<file path="src/rtl/bsd_pkg.sv">
// bsd_pkg: types and constants shared by the bitmap stream decoder
// used by bsd_parser, bsd_pipe and bmp_stream_decoder
`timescale 1ns / 1ps

package bsd_pkg;

	localparam int MAX_WIDTH       = 4096;
	localparam int MAX_HEIGHT      = 4096;
	localparam int PALETTE_ENTRIES = 256;
	localparam int PAL_AW          = $clog2(PALETTE_ENTRIES);

	localparam logic [15:0] BM_SIGNATURE = 16'h4D42;

	localparam logic [10:0] OFS_SIG_HI  = 11'd1;
	localparam logic [10:0] OFS_WIDTH   = 11'd18;
	localparam logic [10:0] OFS_HEIGHT  = 11'd22;
	localparam logic [10:0] OFS_DEPTH   = 11'd28;
	localparam logic [10:0] HEADER_LAST = 11'd53;
	localparam logic [10:0] MASK_LAST   = 11'd11;
	localparam logic [10:0] PAL_LAST    = 11'(PALETTE_ENTRIES * 4 - 1);

	localparam logic [1:0] ST_PIXEL   = 2'd0;
	localparam logic [1:0] ST_BAD_SIG = 2'd1;
	localparam logic [1:0] ST_TRUNC   = 2'd2;
	localparam logic [1:0] ST_UNSUP   = 2'd3;

	localparam logic [1:0] FMT_GRAY   = 2'd1;
	localparam logic [1:0] FMT_RGB565 = 2'd2;
	localparam logic [1:0] FMT_RGB888 = 2'd3;

	// luma weights in thousandths, divide by 1000 as multiply by reciprocal
	localparam logic [17:0] LUMA_W0    = 18'd299;
	localparam logic [17:0] LUMA_W1    = 18'd587;
	localparam logic [17:0] LUMA_W2    = 18'd114;
	localparam logic [36:0] LUMA_RECIP = 37'd268436;
	localparam int          LUMA_SHIFT = 28;

	typedef enum logic [5:0] {
		PH_IDLE    = 6'b000001,
		PH_HEADER  = 6'b000010,
		PH_MASKS   = 6'b000100,
		PH_PALETTE = 6'b001000,
		PH_PIXELS  = 6'b010000,
		PH_PAD     = 6'b100000
	} phase_t;

	typedef struct packed {
		logic        valid;
		logic [1:0]  status;
		logic [11:0] x;
		logic [11:0] y;
		logic [23:0] value;
		logic [1:0]  fmt;
		logic        last;
		logic        gray;
	} result_t;

endpackage

</file>
<file path="src/rtl/bsd_pipe.sv">
// bsd_pipe: result pipeline with palette luma and output register
// depends on bsd_pkg; palette read data arrives from bsd_ram alongside stage 1
`timescale 1ns / 1ps

module bsd_pipe (
	input  logic             clk,
	input  logic             arst_n,
	input  logic             accept,
	input  bsd_pkg::result_t res,
	input  logic [23:0]      pal_rdata,
	output logic             load_s1,
	output logic             m_tvalid,
	input  logic             m_tready,
	output logic [55:0]      m_tdata,
	output logic [1:0]       m_tuser,
	output logic             m_tlast
);
	import bsd_pkg::*;

	logic        valid_s1;
	result_t     res_s1;
	logic        valid_s2;
	result_t     res_s2;
	logic [17:0] sum_s2;
	logic        out_valid_q;
	result_t     out_q;

	logic        load_s2;
	logic        load_out;
	logic [17:0] sum;
	logic [36:0] prod;

	assign load_out = !out_valid_q || m_tready;
	assign load_s2  = !valid_s2 || load_out;
	assign load_s1  = !valid_s1 || load_s2;

	assign sum = 18'(pal_rdata[7:0]) * LUMA_W0 + 18'(pal_rdata[15:8]) * LUMA_W1
		+ 18'(pal_rdata[23:16]) * LUMA_W2;
	assign prod = 37'(sum_s2) * LUMA_RECIP;

	always_ff @(posedge clk or negedge arst_n) begin
		if (!arst_n) begin
			valid_s1    <= 1'b0;
			valid_s2    <= 1'b0;
			out_valid_q <= 1'b0;
		end else begin
			if (load_s1) begin
				valid_s1 <= accept && res.valid;
			end
			if (load_s2) begin
				valid_s2 <= valid_s1;
			end
			if (load_out) begin
				out_valid_q <= valid_s2;
			end
		end
	end

	always_ff @(posedge clk) begin
		if (load_s1) begin
			res_s1 <= res;
		end
		if (load_s2) begin
			res_s2 <= res_s1;
			sum_s2 <= sum;
		end
		if (load_out) begin
			out_q <= res_s2;
			if (res_s2.gray && res_s2.status == ST_PIXEL) begin
				out_q.value <= {16'd0, prod[LUMA_SHIFT+7:LUMA_SHIFT]};
			end
		end
	end

	assign m_tvalid = out_valid_q;
	assign m_tdata  = {6'd0, out_q.fmt, out_q.value, out_q.y, out_q.x};
	assign m_tuser  = out_q.status;
	assign m_tlast  = out_q.last;

`ifndef SYNTH
	a_error_clean: assert property (@(posedge clk) disable iff (!arst_n)
		m_tvalid && m_tuser != ST_PIXEL |-> m_tdata == '0 && !m_tlast)
		else $error("error result carries pixel fields");
	a_gray_range: assert property (@(posedge clk) disable iff (!arst_n)
		m_tvalid && m_tuser == ST_PIXEL && out_q.fmt == FMT_GRAY
		|-> out_q.value[23:8] == '0)
		else $error("gray value out of range");
	a_s1_held: assert property (@(posedge clk) disable iff (!arst_n)
		valid_s1 && !load_s1 |=> valid_s1 && $stable(res_s1))
		else $error("stage 1 lost while stalled");
`endif

endmodule

</file>
<file path="config.mk">
export PLATFORM = sky130hd
export DESIGN_NAME = bsd_pipe
export DESIGN_NICKNAME = d
export VERILOG_FILES = /design/src/rtl/bsd_pkg.sv /design/src/rtl/bsd_pipe.sv
export SDC_FILE = /design/constraint.sdc
export NUM_CORES = 1
export LEC_CHECK = 0
export ABC_AREA = 1
export ABC_CLOCK_PERIOD_IN_PS = 9000
export CORE_ASPECT_RATIO = 0.7
export CORE_MARGIN = 2
export CORE_UTILIZATION = 55
export CTS_CLUSTER_DIAMETER = 60
export DETAILED_ROUTE_END_ITERATION = 10
export DONT_BUFFER_PORTS = 1
export PLACE_DENSITY = 0.7
export SETUP_SLACK_MARGIN = 0.2
export SYNTH_ARGS = -nofsm -noshare
export SYNTH_HDL_FRONTEND = slang
export SYNTH_SLANG_ARGS = --single-unit
</file>
<file path="constraint.sdc">
create_clock -name clk -period 9 [get_ports clk]
set_input_delay 1.35 -clock clk [delete_from_list [all_inputs] [get_ports clk]]
set_output_delay 1.35 -clock clk [all_outputs]
set_load 0.02 [all_outputs]
</file>
---- After elaboration in Yosys (flattened, before gate mapping) ----
Cells that the tools add are included.
storage, ports and cells
  flip-flop bits (word level) ............. 182
  bits of input ports ..................... 83
  output and inout port bits .............. 61
  logic and storage cells ................. 41
operators by class
  add/subtract/negate cells ............... 2
  multipliers ............................. 4
  muxes and demuxes ....................... 1
  reductions and logical operators ........ 9
operators by type and width
  kind                                                                   count
  18-bit by 17-bit multiplier with 34-bit output, second input constant  1
  17-bit by 18-bit adder with 18-bit output                              1
  18-bit by 15-bit adder with 18-bit output                              1
  8-bit by 10-bit multiplier with 18-bit output, second input constant   1
  8-bit by 9-bit multiplier with 17-bit output, second input constant    1
  8-bit by 6-bit multiplier with 14-bit output, second input constant    1
  8-bit two-way mux                                                      1
  1-bit zero test                                                        3
  1-bit logical OR                                                       3
  1-bit logical AND                                                      2
  2-bit zero test                                                        1

---- Depth between registers and ports, before layout ----
  depth after elaboration ................. 4
  mapped depth ............................ 26
  mapped depth without buffers ............ 26

---- Least setup slack after synthesis ----
Ideal clock, no wire load.
  kind .................................... input port to flip-flop
  start point ............................. in pal_rdata[16]
  end point ............................... reg sum_s2[15] (data pin)
  setup time .............................. 0.265 ns
  arrival time ............................ 6.296 ns
  required time ........................... 8.735 ns
  path slack .............................. 2.439 ns
  stages .................................. 21
  buffers on the path ..................... 0
  cells stage by stage .................... fa_1 > inv_1 > fa_1 > inv_1 > ha_1 > ha_1 > inv_1 > fa_1 > xnor2_1 > ha_1 > fa_1 > inv_1 > fa_1 > fa_1 > inv_1 > ha_1 > a21oi_1 > o21ai_0 > a21oi_1 > o21ai_0 > xor2_1
on the way
  longest elaborated chain between the ends .. 2
RTL lines
  element                                       line            source
  start, declared                               bsd_pipe.sv:10  input logic [23:0] pal_rdata,
  8-bit by 6-bit multiplier with 14-bit output  bsd_pipe.sv:38  + 18'(pal_rdata[23:16]) * LUMA_W2;
  18-bit by 15-bit adder with 18-bit output     bsd_pipe.sv:38
  named net sum[15]                             bsd_pipe.sv:30  logic [17:0] sum;
  end signal, assigned                          bsd_pipe.sv:65  sum_s2 <= sum;
  end, declared                                 bsd_pipe.sv:24  logic [17:0] sum_s2;
The timed path passes the listed nets, and every way through them passes these cells.
A chain may end at the register's enable or synchronous reset.

---- Worst setup path in the final report ----
  start point ............................. in pal_rdata[16]
  end point ............................... reg sum_s2[17] (data pin)
Same word-level chain as after synthesis.

==> flow_metrics.tcl <==
set metrics [dict create \
    status "completed" \
    die_y_um 139 \
    synth_seq_cells 182 \
    clock_path_buffers 2 \
    cpPeakStageDelay_ns 0.54 \
    grt.busiest_layer "met2" \
    globalRouteMet1Util_pct 31.6 \
    hold_buffers 0 \
    r2r_slack_ns 4.20 \
    cts_tree "yes" \
    cp_max_fo 4 \
    synth-edff-count 179 \
    drc 0 \
    fin_setup_tns_ns 0 \
    antenna_left 0 \
    crit_slowest_cell "fa_1" \
    grt_max_degree 56 \
    fmax_mhz 156 \
    fin_crit_sh_pct 71.1 \
    worstSetupPathType "input port to flip-flop" \
    yosysUniqueCellTypes 35 \
    clk_pin_slew_worst_paths_ns 0.07 \
    die_w_um 196 \
    critPathLaunch "pal_rdata[16]" \
    min_period_ns 6.40 \
    ys_warn_count 0 \
    post_cts_buffers 0 \
    dpl.hpwl_mm 22.2 \
    use_met2_pct 32.3 \
    drt-total-wl_mm 26.9 \
    layout.nets 1796 \
    num_io_pins 144 \
    wl_per_cell_um 15.9 \
    routed_via_density 5.03 \
    syn-instance-count 1329 \
    synth_common_cells "inv_1, ha_1, nand2_1, edfxtp_1, fa_1" \
    diodes 0 \
    drt_iter0_markers 563 \
    required_ns 9.19 \
    crit_top_cell "inv_1" \
    yosys_most_used_dff "edfxtp_1" \
    antenna_found_initial 1 \
    worstSetupEndpointType "flip-flop" \
    min_path_type "flip-flop to flip-flop" \
    syn_area_um2 14200 \
    cts.sinks 182 \
    yosys.area.top_type_share_pct 37.8 \
    synth.most_common_cell "inv_1" \
    crit_end "sum_s2[17]" \
    clk_latency_ns 0.43 \
    yosysTopAreaCell "edfxtp_1" \
    r2r-end "m_tdata[29]" \
    dieArea_um2 27200 \
    hold_violations 0 \
    drive_gt1_share_pct 3.97 \
    syn_to_final_growth_pct 7.39 \
    cts_buffers 17 \
    vias 8507 \
    r2r-start "sum_s2[6]" \
    worstMarginPinSlew_ns 0.840 \
    rows 49 \
    overflow 0 \
    slew_violations 0 \
    grtUsageMet3_pct 5.37 \
    grt_usage_pct 21.4 \
    htree_levels 4 \
    cts_resized 0 \
    rr_worst_depth 19 \
    synthArstFlopShare_pct 1.65 \
    synthTopCellsByArea "edfxtp_1, ha_1, fa_1" \
    relSlewSlack_pct 43.9 \
    grt_pass1_vias 8887 \
    finalClockSkew_ns 0.00698 \
    yosysSeqAreaShare_pct 38.3 \
    port_buffers 0 \
    coreArea_um2 25600 \
    setup_viol 0 \
    avgSynthCellArea_um2 10.7 \
    start_kind "input port" \
    cap_violations 0 \
    root_buffer "clkbuf_16" \
    dr.pass1.iters 5 \
    fillCellCount 2115 \
    initial_core_util_pct 55.7 \
    gp_congestion 0.926 \
    arrival_ns 6.59 \
    rsz0062_at_grt "false" \
    grt_pass1_wl_mm 45.0 \
]
==> worst max-delay path: cells and delay by family <==
family,cells,cell delay [ns]
AOI/OAI and AO/OA,4,0.89
xor gates and xnor gates,1,0.16
adders and majority gates,9,3.45
buffers and inverters,6,0.29
and+or+nand+nor,5,0.41
==> registers in the layout, summed over array words and instances (netlist names) <==
name / flops
valid_s2: 1
m_tdata: 50
m_tlast: 1
res_s2: 54
m_tvalid: 1
valid_s1: 1
m_tuser: 2
res_s1: 54
sum_s2: 18
==> layout by cell type (no fill, tap or decap), types with 4 or more instances in the layout <==
cell	synthesis	routed
o21bai_1	7	7
fa_1	118	118
xnor2_1	7	7
clkinv_8	0	6
a21oi_1	42	42
clkbuf_16	0	17
o21ai_2	4	4
nand3_1	29	29
nand2_2	3	5
xor2_1	14	14
inv_1	361	360
nand2_1	186	184
nand4_1	4	4
edfxtp_1	179	179
conb_1	1	6
ha_1	247	247
nor2_1	70	70
nor3_1	9	9
nand3b_1	5	5
o21ai_0	15	15
==> routing by layer <==
metal | wire, um | up-vias | part of all wire, %
li1 | - | 4243 | -
met1 | 13600 | 4064 | 50
met2 | 11400 | 181 | 43
met3 | 1660 | 19 | 6.2
met4 | 230 | 0 | 0.86
met5 | 0 | - | 0
==> worst min path at each step <==
stage                from          end  slack [ns]  cells after the start
2_1_floorplan  res_s2[40]   m_tdata[0]        0.40                      0
3_3_place_gp   res_s1[42]   res_s2[42]        0.40                      0
3_5_place_dp   res_s1[11]   res_s2[11]        0.40                      0
4_1_cts        res_s2[38]  m_tdata[22]        0.42                      0
5_1_grt        res_s1[23]   res_s2[23]        0.42                      0
6_report       res_s1[47]   res_s2[47]        0.42                      0
==> area by class of cell <==
class | instances | area (um2) | area share [%]
Clock inverter | 15 | 220 | 1.44
Tap cell | 331 | 414 | 2.71
Multi-Input combinational cell | 782 | 7400 | 48.4
Timing Repair Buffer | 3 | 22.5 | 0.147
Inverter | 362 | 1360 | 8.89
Clock buffer | 17 | 425 | 2.78
Sequential cell | 182 | 5450 | 35.6
==> metrics by stage <==
step	area (um2)	util [%]	hold slack, ns	worst slack [ns]	cells
2_1_floorplan	14300	-	0.400	2.44	1334
3_3_place_gp	14600	57.3	0.400	2.24	1660
3_5_place_dp	14600	57.3	0.405	2.17	1660
4_1_cts	15300	59.8	0.420	2.62	1692
5_1_grt	15300	59.8	0.424	2.28	1692
6_report	15300	59.8	0.419	2.60	1692
==> cell families (layout without fill, tap and decap cells) <==
| kind of cell | after synthesis | in the layout | synth area share (%) |
|---|---|---|---|
| compound gates | 76 | 76 | 3.05 |
| other cells | 1 | 6 | 0.0263 |
| xor+xnor | 21 | 21 | 1.29 |
| buf+inv | 370 | 397 | 9.92 |
| simple gates | 314 | 314 | 9.12 |
| flops | 182 | 182 | 38.3 |
| fa+ha+maj | 365 | 365 | 38.3 |
Power is left out: the tool's default activity adds up to more than one toggle a clock period on the data nets, which glitch-free logic cannot reach.
