==> src/rtl/bsd_pkg.sv <==
// bsd_pkg: types and constants shared by the bitmap stream decoder
// used by bsd_parser, bsd_pipe and bmp_stream_decoder
`timescale 1ns / 1ps

package bsd_pkg;

	localparam int MAX_WIDTH       = 4096;
	localparam int MAX_HEIGHT      = 4096;
	localparam int PALETTE_ENTRIES = 256;
	localparam int PAL_AW          = $clog2(PALETTE_ENTRIES);

	localparam logic [15:0] BM_SIGNATURE = 16'h4D42;

	localparam logic [10:0] OFS_SIG_HI  = 11'd1;
	localparam logic [10:0] OFS_WIDTH   = 11'd18;
	localparam logic [10:0] OFS_HEIGHT  = 11'd22;
	localparam logic [10:0] OFS_DEPTH   = 11'd28;
	localparam logic [10:0] HEADER_LAST = 11'd53;
	localparam logic [10:0] MASK_LAST   = 11'd11;
	localparam logic [10:0] PAL_LAST    = 11'(PALETTE_ENTRIES * 4 - 1);

	localparam logic [1:0] ST_PIXEL   = 2'd0;
	localparam logic [1:0] ST_BAD_SIG = 2'd1;
	localparam logic [1:0] ST_TRUNC   = 2'd2;
	localparam logic [1:0] ST_UNSUP   = 2'd3;

	localparam logic [1:0] FMT_GRAY   = 2'd1;
	localparam logic [1:0] FMT_RGB565 = 2'd2;
	localparam logic [1:0] FMT_RGB888 = 2'd3;

	// luma weights in thousandths, divide by 1000 as multiply by reciprocal
	localparam logic [17:0] LUMA_W0    = 18'd299;
	localparam logic [17:0] LUMA_W1    = 18'd587;
	localparam logic [17:0] LUMA_W2    = 18'd114;
	localparam logic [36:0] LUMA_RECIP = 37'd268436;
	localparam int          LUMA_SHIFT = 28;

	typedef enum logic [5:0] {
		PH_IDLE    = 6'b000001,
		PH_HEADER  = 6'b000010,
		PH_MASKS   = 6'b000100,
		PH_PALETTE = 6'b001000,
		PH_PIXELS  = 6'b010000,
		PH_PAD     = 6'b100000
	} phase_t;

	typedef struct packed {
		logic        valid;
		logic [1:0]  status;
		logic [11:0] x;
		logic [11:0] y;
		logic [23:0] value;
		logic [1:0]  fmt;
		logic        last;
		logic        gray;
	} result_t;

endpackage

==> src/rtl/bsd_parser.sv <==
// bsd_parser: header, mask, palette and pixel parsing state machine
// depends on bsd_pkg; writes the palette into bsd_ram
`timescale 1ns / 1ps

module bsd_parser (
	input  logic             clk,
	input  logic             arst_n,
	input  logic             accept,
	input  logic [7:0]       in_byte,
	input  logic             file_start,
	input  logic             file_last,
	output bsd_pkg::result_t res,
	output logic             pal_we,
	output logic [7:0]       pal_waddr,
	output logic [23:0]      pal_wdata
);
	import bsd_pkg::*;

	phase_t      phase_q, phase_d;
	logic [10:0] idx_q, idx_d;
	logic [12:0] width_q, width_d;
	logic        width_big_q, width_big_d;
	logic [12:0] height_q, height_d;
	logic        height_big_q, height_big_d;
	logic [7:0]  depth_lo_q, depth_lo_d;
	logic        depth_hi_q, depth_hi_d;
	logic [1:0]  bpp_q, bpp_d;
	logic [15:0] partial_q, partial_d;
	logic [1:0]  bip_q, bip_d;
	logic [11:0] col_q, col_d;
	logic [11:0] row_q, row_d;
	logic [1:0]  pad_q, pad_d;
	logic [1:0]  row_pad_q, row_pad_d;
	logic [15:0] pal_lo_q, pal_lo_d;

	logic        fail;
	logic [1:0]  fail_st;
	logic        pix_case;
	logic [1:0]  fmt;
	logic        fmt_ok;
	logic        w_ok;
	logic        h_ok;
	logic        col_end;
	logic        final_px;

	always_comb begin
		phase_d      = phase_q;
		idx_d        = idx_q;
		width_d      = width_q;
		width_big_d  = width_big_q;
		height_d     = height_q;
		height_big_d = height_big_q;
		depth_lo_d   = depth_lo_q;
		depth_hi_d   = depth_hi_q;
		bpp_d        = bpp_q;
		partial_d    = partial_q;
		bip_d        = bip_q;
		col_d        = col_q;
		row_d        = row_q;
		pad_d        = pad_q;
		row_pad_d    = row_pad_q;
		pal_lo_d     = pal_lo_q;
		res          = '0;
		pal_we       = 1'b0;
		pal_waddr    = idx_q[9:2];
		pal_wdata    = {in_byte, pal_lo_q};
		fail         = 1'b0;
		fail_st      = ST_PIXEL;
		pix_case     = 1'b0;
		fmt          = depth_lo_q[4:3];
		fmt_ok       = 1'b0;
		w_ok         = 1'b0;
		h_ok         = 1'b0;
		col_end      = 1'b0;
		final_px     = 1'b0;

		if (accept && (file_start || phase_q != PH_IDLE)) begin
			if (file_start) begin
				phase_d      = PH_HEADER;
				idx_d        = '0;
				width_d      = '0;
				width_big_d  = 1'b0;
				height_d     = '0;
				height_big_d = 1'b0;
				depth_lo_d   = '0;
				depth_hi_d   = 1'b0;
				bpp_d        = '0;
				partial_d    = '0;
				bip_d        = '0;
				col_d        = '0;
				row_d        = '0;
				pad_d        = '0;
				row_pad_d    = '0;
			end

			unique case (phase_d)
				PH_HEADER: begin
					if (idx_d == '0) begin
						partial_d = {8'd0, in_byte};
					end else if (idx_d == OFS_SIG_HI) begin
						if ({in_byte, partial_d[7:0]} != BM_SIGNATURE) begin
							fail    = 1'b1;
							fail_st = ST_BAD_SIG;
						end
					end else if (idx_d == OFS_WIDTH) begin
						width_d[7:0] = in_byte;
					end else if (idx_d == OFS_WIDTH + 11'd1) begin
						width_d[12:8] = in_byte[4:0];
						width_big_d   = width_big_d | (|in_byte[7:5]);
					end else if (idx_d == OFS_WIDTH + 11'd2 || idx_d == OFS_WIDTH + 11'd3) begin
						width_big_d = width_big_d | (|in_byte);
					end else if (idx_d == OFS_HEIGHT) begin
						height_d[7:0] = in_byte;
					end else if (idx_d == OFS_HEIGHT + 11'd1) begin
						height_d[12:8] = in_byte[4:0];
						height_big_d   = height_big_d | (|in_byte[7:5]);
					end else if (idx_d == OFS_HEIGHT + 11'd2 || idx_d == OFS_HEIGHT + 11'd3) begin
						height_big_d = height_big_d | (|in_byte);
					end else if (idx_d == OFS_DEPTH) begin
						depth_lo_d = in_byte;
					end else if (idx_d == OFS_DEPTH + 11'd1) begin
						depth_hi_d = depth_hi_d | (|in_byte);
					end

					if (!fail) begin
						if (idx_d >= HEADER_LAST) begin
							fmt    = depth_lo_d[4:3];
							fmt_ok = !depth_hi_d && depth_lo_d[7:5] == 3'd0 && fmt != 2'd0;
							w_ok   = !width_big_d && width_d != '0
								&& width_d <= 13'(MAX_WIDTH);
							h_ok   = !height_big_d && height_d != '0
								&& height_d <= 13'(MAX_HEIGHT);
							if (!(fmt_ok && w_ok && h_ok)) begin
								fail    = 1'b1;
								fail_st = ST_UNSUP;
							end else begin
								bpp_d     = fmt;
								row_pad_d = 2'(2'd0 - 2'(width_d[1:0] * fmt));
								row_d     = 12'(height_d - 13'd1);
								col_d     = '0;
								partial_d = '0;
								bip_d     = '0;
								idx_d     = '0;
								priority case (fmt)
									FMT_RGB565: phase_d = PH_MASKS;
									FMT_GRAY:   phase_d = PH_PALETTE;
									default:    phase_d = PH_PIXELS;
								endcase
							end
						end else begin
							idx_d = idx_d + 11'd1;
						end
					end
				end

				PH_MASKS: begin
					if (idx_d >= MASK_LAST) begin
						idx_d   = '0;
						phase_d = PH_PIXELS;
					end else begin
						idx_d = idx_d + 11'd1;
					end
				end

				PH_PALETTE: begin
					unique case (idx_d[1:0])
						2'd0:    pal_lo_d[7:0]  = in_byte;
						2'd1:    pal_lo_d[15:8] = in_byte;
						2'd2:    pal_we         = 1'b1;
						default: ;
					endcase
					if (idx_d >= PAL_LAST) begin
						idx_d   = '0;
						phase_d = PH_PIXELS;
					end else begin
						idx_d = idx_d + 11'd1;
					end
				end

				PH_PIXELS: begin
					if ({1'b0, bip_d} + 3'd1 < {1'b0, bpp_d}) begin
						if (bip_d[0]) begin
							partial_d[15:8] = in_byte;
						end else begin
							partial_d[7:0] = in_byte;
						end
						bip_d = bip_d + 2'd1;
					end else begin
						pix_case  = 1'b1;
						res.x     = col_d;
						res.y     = row_d;
						res.fmt   = bpp_d;
						res.gray  = (bpp_d == FMT_GRAY);
						if (bpp_d == FMT_RGB565) begin
							res.value = {8'd0, in_byte, partial_d[7:0]};
						end else if (bpp_d == FMT_RGB888) begin
							res.value = {in_byte, partial_d};
						end else begin
							res.value = '0;
						end
						partial_d = '0;
						bip_d     = '0;
						col_end   = ({1'b0, col_d} + 13'd1) >= width_d;
						final_px  = (row_d == '0) && col_end;
						if (col_end) begin
							col_d = '0;
							if (final_px) begin
								phase_d = PH_IDLE;
							end else begin
								row_d = row_d - 12'd1;
								if (row_pad_d != 2'd0) begin
									pad_d   = row_pad_d;
									phase_d = PH_PAD;
								end
							end
						end else begin
							col_d = col_d + 12'd1;
						end
						res.last  = final_px;
						res.valid = 1'b1;
						if (file_last && !final_px) begin
							fail    = 1'b1;
							fail_st = ST_TRUNC;
						end
					end
				end

				PH_PAD: begin
					if (pad_d != 2'd0) begin
						pad_d = pad_d - 2'd1;
					end
					if (pad_d == 2'd0) begin
						phase_d = PH_PIXELS;
					end
				end

				default: phase_d = PH_IDLE;
			endcase

			if (!fail && !pix_case && file_last && phase_q != PH_IDLE | file_start) begin
				fail    = 1'b1;
				fail_st = ST_TRUNC;
			end

			if (fail) begin
				phase_d    = PH_IDLE;
				res        = '0;
				res.valid  = 1'b1;
				res.status = fail_st;
			end
		end
	end

	always_ff @(posedge clk or negedge arst_n) begin
		if (!arst_n) begin
			phase_q      <= PH_IDLE;
			idx_q        <= '0;
			width_q      <= '0;
			width_big_q  <= 1'b0;
			height_q     <= '0;
			height_big_q <= 1'b0;
			depth_lo_q   <= '0;
			depth_hi_q   <= 1'b0;
			bpp_q        <= '0;
			partial_q    <= '0;
			bip_q        <= '0;
			col_q        <= '0;
			row_q        <= '0;
			pad_q        <= '0;
			row_pad_q    <= '0;
		end else begin
			phase_q      <= phase_d;
			idx_q        <= idx_d;
			width_q      <= width_d;
			width_big_q  <= width_big_d;
			height_q     <= height_d;
			height_big_q <= height_big_d;
			depth_lo_q   <= depth_lo_d;
			depth_hi_q   <= depth_hi_d;
			bpp_q        <= bpp_d;
			partial_q    <= partial_d;
			bip_q        <= bip_d;
			col_q        <= col_d;
			row_q        <= row_d;
			pad_q        <= pad_d;
			row_pad_q    <= row_pad_d;
		end
	end

	// palette byte holding register, payload only
	always_ff @(posedge clk) begin
		pal_lo_q <= pal_lo_d;
	end

`ifndef SYNTH
	a_last_goes_idle: assert property (@(posedge clk) disable iff (!arst_n)
		accept && res.valid && res.last |=> phase_q == PH_IDLE)
		else $error("parser not idle after final pixel");
`endif

endmodule

==> config.mk <==
export PLATFORM = sky130hd
export DESIGN_NAME = bsd_parser
export DESIGN_NICKNAME = d
export VERILOG_FILES = /design/src/rtl/bsd_pkg.sv /design/src/rtl/bsd_parser.sv
export SDC_FILE = /design/constraint.sdc
export NUM_CORES = 1
export LEC_CHECK = 0
export ABC_AREA = 1
export BUFFER_PORTS_ARGS = -buffer_cell sky130_fd_sc_hd__buf_2
export CAP_MARGIN = 20
export CORE_MARGIN = 3
export CORE_UTILIZATION = 45
export CTS_BUF_LIST = sky130_fd_sc_hd__clkbuf_16
export CTS_CLUSTER_SIZE = 30
export DETAILED_ROUTE_END_ITERATION = 8
export GPL_TIMING_DRIVEN = 0
export SLEW_MARGIN = 20
export SYNTH_ARGS = -nofsm -noshare
export SYNTH_HDL_FRONTEND = slang
export SYNTH_SLANG_ARGS = --single-unit
==> constraint.sdc <==
create_clock -name clk -period 10.75 [get_ports clk]
set_input_delay 1.6125 -clock clk [delete_from_list [all_inputs] [get_ports clk]]
set_output_delay 1.6125 -clock clk [all_outputs]
set_load 0.01 [all_outputs]
Word-level counts from Yosys, hierarchy flattened --
Index checks and enable logic that the tools add are counted.
Word-level totals: register bits after elaboration 118, latch bits 0, bits in writable memories 0, memory bits (read-only) 0, input bits 13, logic and storage cells 290, memories 0
Cells by class: add/subtract/negate cells 9, multiply operators 1, div/mod/pow operators 0, $lt $le $gt $ge 7, equality and inequality tests 25, shift-type cells 0, mux-type cells 188, bitwise operators 6, reductions and logical operators 37
Operator list (count):
- $mux 13 | 16
- $mux 12 | 15
- $mux 8 | 17
- $mux 16 | 7
- $eq 11x5->1 const B | 10
- $mux 55 | 2
- $mux 52 | 2
- $mux 6 | 13
- $mux 11 | 7
- $mux 2 | 33
- $mux 1 | 60
- $mux 24 | 2
- $pmux 12 s2 | 2
- $pmux 11 s3 | 1
- $pmux 16 s2 | 1
- $pmux 6 s5 | 1
- $le 13x13->1 const B | 2
- $reduce_bool 13->1 | 2
- $sub 12x1->12 const B | 2
- $mux 5 | 4
- $ne 16x15->1 const B | 1
- $logic_and 1x1->1 | 14
- $add 12x1->13 const B | 1
- $ge 13x13->1 | 1
- other kinds (34) | 57

Depth between registers and ports, before layout --
depth in word-level cells 35, depth in mapped cells 31, gate-level depth less buffers 25

Worst setup path before layout --
No wires, ideal clock.
path type input port to output port, start input port file_start, end output port res[11] (netlist bit), data arrival time 5.449 ns, path slack 3.688 ns, stages on the path 25, cell sequence buf_6 clkbuf_1 buf_1 clkbuf_1 clkbuf_1 nor2_1 ha_1 nand2_1 nor3_1 nand2_1 nor2_1 nand3_1 xor2_1 inv_1 ha_1 nand2_1 nor2_1 nand2_1 o211a_1 nand3_1 nand4_1 nand3_1 nand4_4 buf_2 nor2_1
RTL lines:
- start, declared | line bsd_parser.sv:10 | input logic file_start,
- end, declared | line bsd_parser.sv:12 | output bsd_pkg::result_t res,

==> summary.txt <==
Status = finished, final reports clean
CTS Sinks = 115
Endpoint type of the worst setup path = primary output
CTS buffer count = 17
Area contributors post-synth = dfrtp_1, nand2_1, inv_1
Layout cells sized above 1 = 0.148
Area grow syn2layout = 15.0%
# setup viols final = 0
Clock buffer depth = 2
I/O Buffers = 99
Fmax = 0.0937 GHz
Hold Fails Final Rpt = 0
EDFF count, synth = 16
Placer's final routability congestion estimate = 0.976
# rows = 54
Post-synth top area share = 0.243
Hold WS = 0.483 ns
Routed vias/inst = 5.83
Post-synth top area cell = dfrtp_1
Setup Buffers After CTS = 0
Crit Path Max Fanout = 10
Die height = 156 um
Setup ws final = 0.0774 ns
Mapped Cells = 1548
Routed WL = 41800 um
GRT overflow = 0
Yosys warning total = 0
DRT iter0 DRCs = 1205
Worst-path clk slew = 0.06 ns
Antenna cells = 0
Initial antenna violation count = 0
Cell Area, Synth = 10100 um2
Worst Setup Path Type = in2out
Max-slew violation count = 0
Syn avg cell area = 6.52 um2
All-Layer GR Usage = 0.340
Global-route wire length before repair = 62800 um
Initial Util = 0.459
Clock Skews = 0.0111 ns
Post-CTS Hold Buffers = 0
Pwr per Cell Area = 170 nW/um2
Hpwl dp = 31000 um
Slew @ Worst Pin = 1.15 ns
Clk_lat worst skew = 0.44 ns
Top cells by count, synth = nand2_1, inv_1, nor2_1
Top-count cell post-synth = nand2_1
Drt pass-1 iters = 8
Final Non-Filler Cells = 1959
WP data required = 9.14 ns
Num ports = 101
Post-DRT Antenna Nets = 0
Die area = 24300 um2
Core area = 22000 um2
Placed cell count = 1928
Fillcell total = 2237
CTS tree = built
Max rail drop VDD = 101 uV
Clock Tree Root = clkbuf_16
Max-Cap Viols = 0
Vias in the first global route = 10345
Via count = 11413
Post-DP Area = 11000 um2
Arr. time, crit path = 9.06 ns
Unrepaired setup endpoints after global routing = false
Tcrit/Tclk final = 0.993
LEAKAGE = 5.85 nW
Seq cells post-synth = 115
TNS Setup = 0 ns
Syn nets = 1582
Avg WL per Cell = 21.4 um
Finished Cell Area = 11600 um2
# nets final = 1701
Crit start category = input port
Hold/Removal Path Class = reg2reg
DRC = 0
Final min period = 10.67 ns
Yosys cell types = 52
CTS HTree Levels = 4
Dpl ws = 0.404 ns
Asr flop ratio synth = 0.861
Slew headroom = 0.229
Die W = 156 um
Cts repair resizes = 0
Pin count of the biggest net entering global routing = 58
Register area share after synthesis = 0.293
Main synth FF type = dfrtp_1
## power by group
group | total [W] | internal, W | switching [W]
clock network | 0.000639 | 0.000419 | 0.000220
logic | 0.000755 | 0.000223 | 0.000532
registers | 0.000581 | 0.000524 | 0.0000570
total | 0.00198 | 0.00117 | 0.000809
## critical path: stages
cell	delay, ns
buf_6	0.15
clkbuf_1	0.76
buf_1	0.86
clkbuf_1	0.82
clkbuf_1	0.90
nor2_1	0.17
ha_1	0.28
nand2_1	0.11
nor3_1	0.08
nand2_1	0.08
nor2_1	0.07
nand3_1	0.11
xor2_1	0.16
inv_1	0.07
ha_1	0.31
nand2_1	0.06
nor2_1	0.14
nand2_1	0.08
o211a_1	0.11
nand3_1	0.31
nand4_1	0.48
nand3_1	0.44
nand3_4	0.22
buf_6	0.23
nor3_2	0.20
buf_2	0.18
## path summary, 6_finish.rpt
kind	from	to	slack, ns	cells after the start
worst max-delay path	file_start	res[29]	0.08	26
worst min-delay path	pad_q[0]	pad_q[0]	0.48	2
worst max register to register	col_q[0]	phase_q[3]	6.15	20
worst min register to register	pad_q[0]	pad_q[0]	0.48	2
max in group asynchronous	arst_n	row_q[1]	8.97	2
min in group asynchronous	arst_n	idx_q[6]	1.10	1
## cell type report
type	instances	area (um2)	area share
clock inverter	13	188	0.0162
buffer	83	459	0.0396
sequential	115	2960	0.255
inverter	216	816	0.0703
timing repair buffer	100	529	0.0456
tap	280	350	0.0302
multi-input combinational	1134	5860	0.504
clock buffer	18	450	0.0388
## sequential cells by signal, summed over array words and instances, names as in the netlist, 2 cells and up
signal,count
idx_q,11
pad_q,2
row_q,12
partial_q,16
bip_q,2
height_q,13
bpp_q,2
row_pad_q,2
col_q,12
phase_q,6
depth_lo_q,5
width_q,13
pal_lo_q,16
## through the flow
stage	utilization	total power, W
after floorplan	-	0.00109
after global placement	0.498	0.00131
after global routing	0.529	0.00208
after CTS	0.529	0.00196
after detailed placement	0.500	0.00132
final	0.529	0.00198
## cell usage in the layout (no fill, tap or decap), drive strengths merged
master    netlist  layout
a211oi          2       2
a21oi          90      90
a22oi          21      21
a311oi          5       5
a31oi          32      32
a32oi           2       2
and3            2       2
buf            38     138
bufinv          0       5
clkbuf         45      63
clkinv          2       7
clkinvlp        0       1
dfrtp          98      98
dfstp           1       1
edfxtp         16      16
fa              1       1
ha             20      20
inv           214     216
nand2         397     397
nand3          93      93
nand3b          2       2
nand4          33      33
nor2          196     196
nor3           55      55
nor4            7       7
o211a           1       1
o211ai         14      14
o21ai         115     115
o21bai          3       3
o221ai          6       6
o22a            3       3
o22ai          15      15
or2             1       1
xnor2           1       1
xor2           17      17
## cells by family (layout without fill, tap and decap cells)
family | Yosys count | after routing | share of synthesized area
AO/OA/AOI/OAI | 309 | 309 | 0.176
XOR/XNOR | 18 | 18 | 0.0156
adder cells (fa/ha/maj) | 21 | 21 | 0.0268
buffers and inverters | 299 | 430 | 0.126
flip-flops | 115 | 115 | 0.293
AND/OR/NAND/NOR | 786 | 786 | 0.362
## routing by layer
layer | vias up | part of all wire | track usage
met5 | - | 0 | 0
met4 | 0 | 0.042 | 0.137
met3 | 103 | 0.10 | 0.0677
met2 | 669 | 0.43 | 0.519
met1 | 5297 | 0.43 | 0.476
li1 | 5344 | - | -
(Power assumes the default switching activity.)
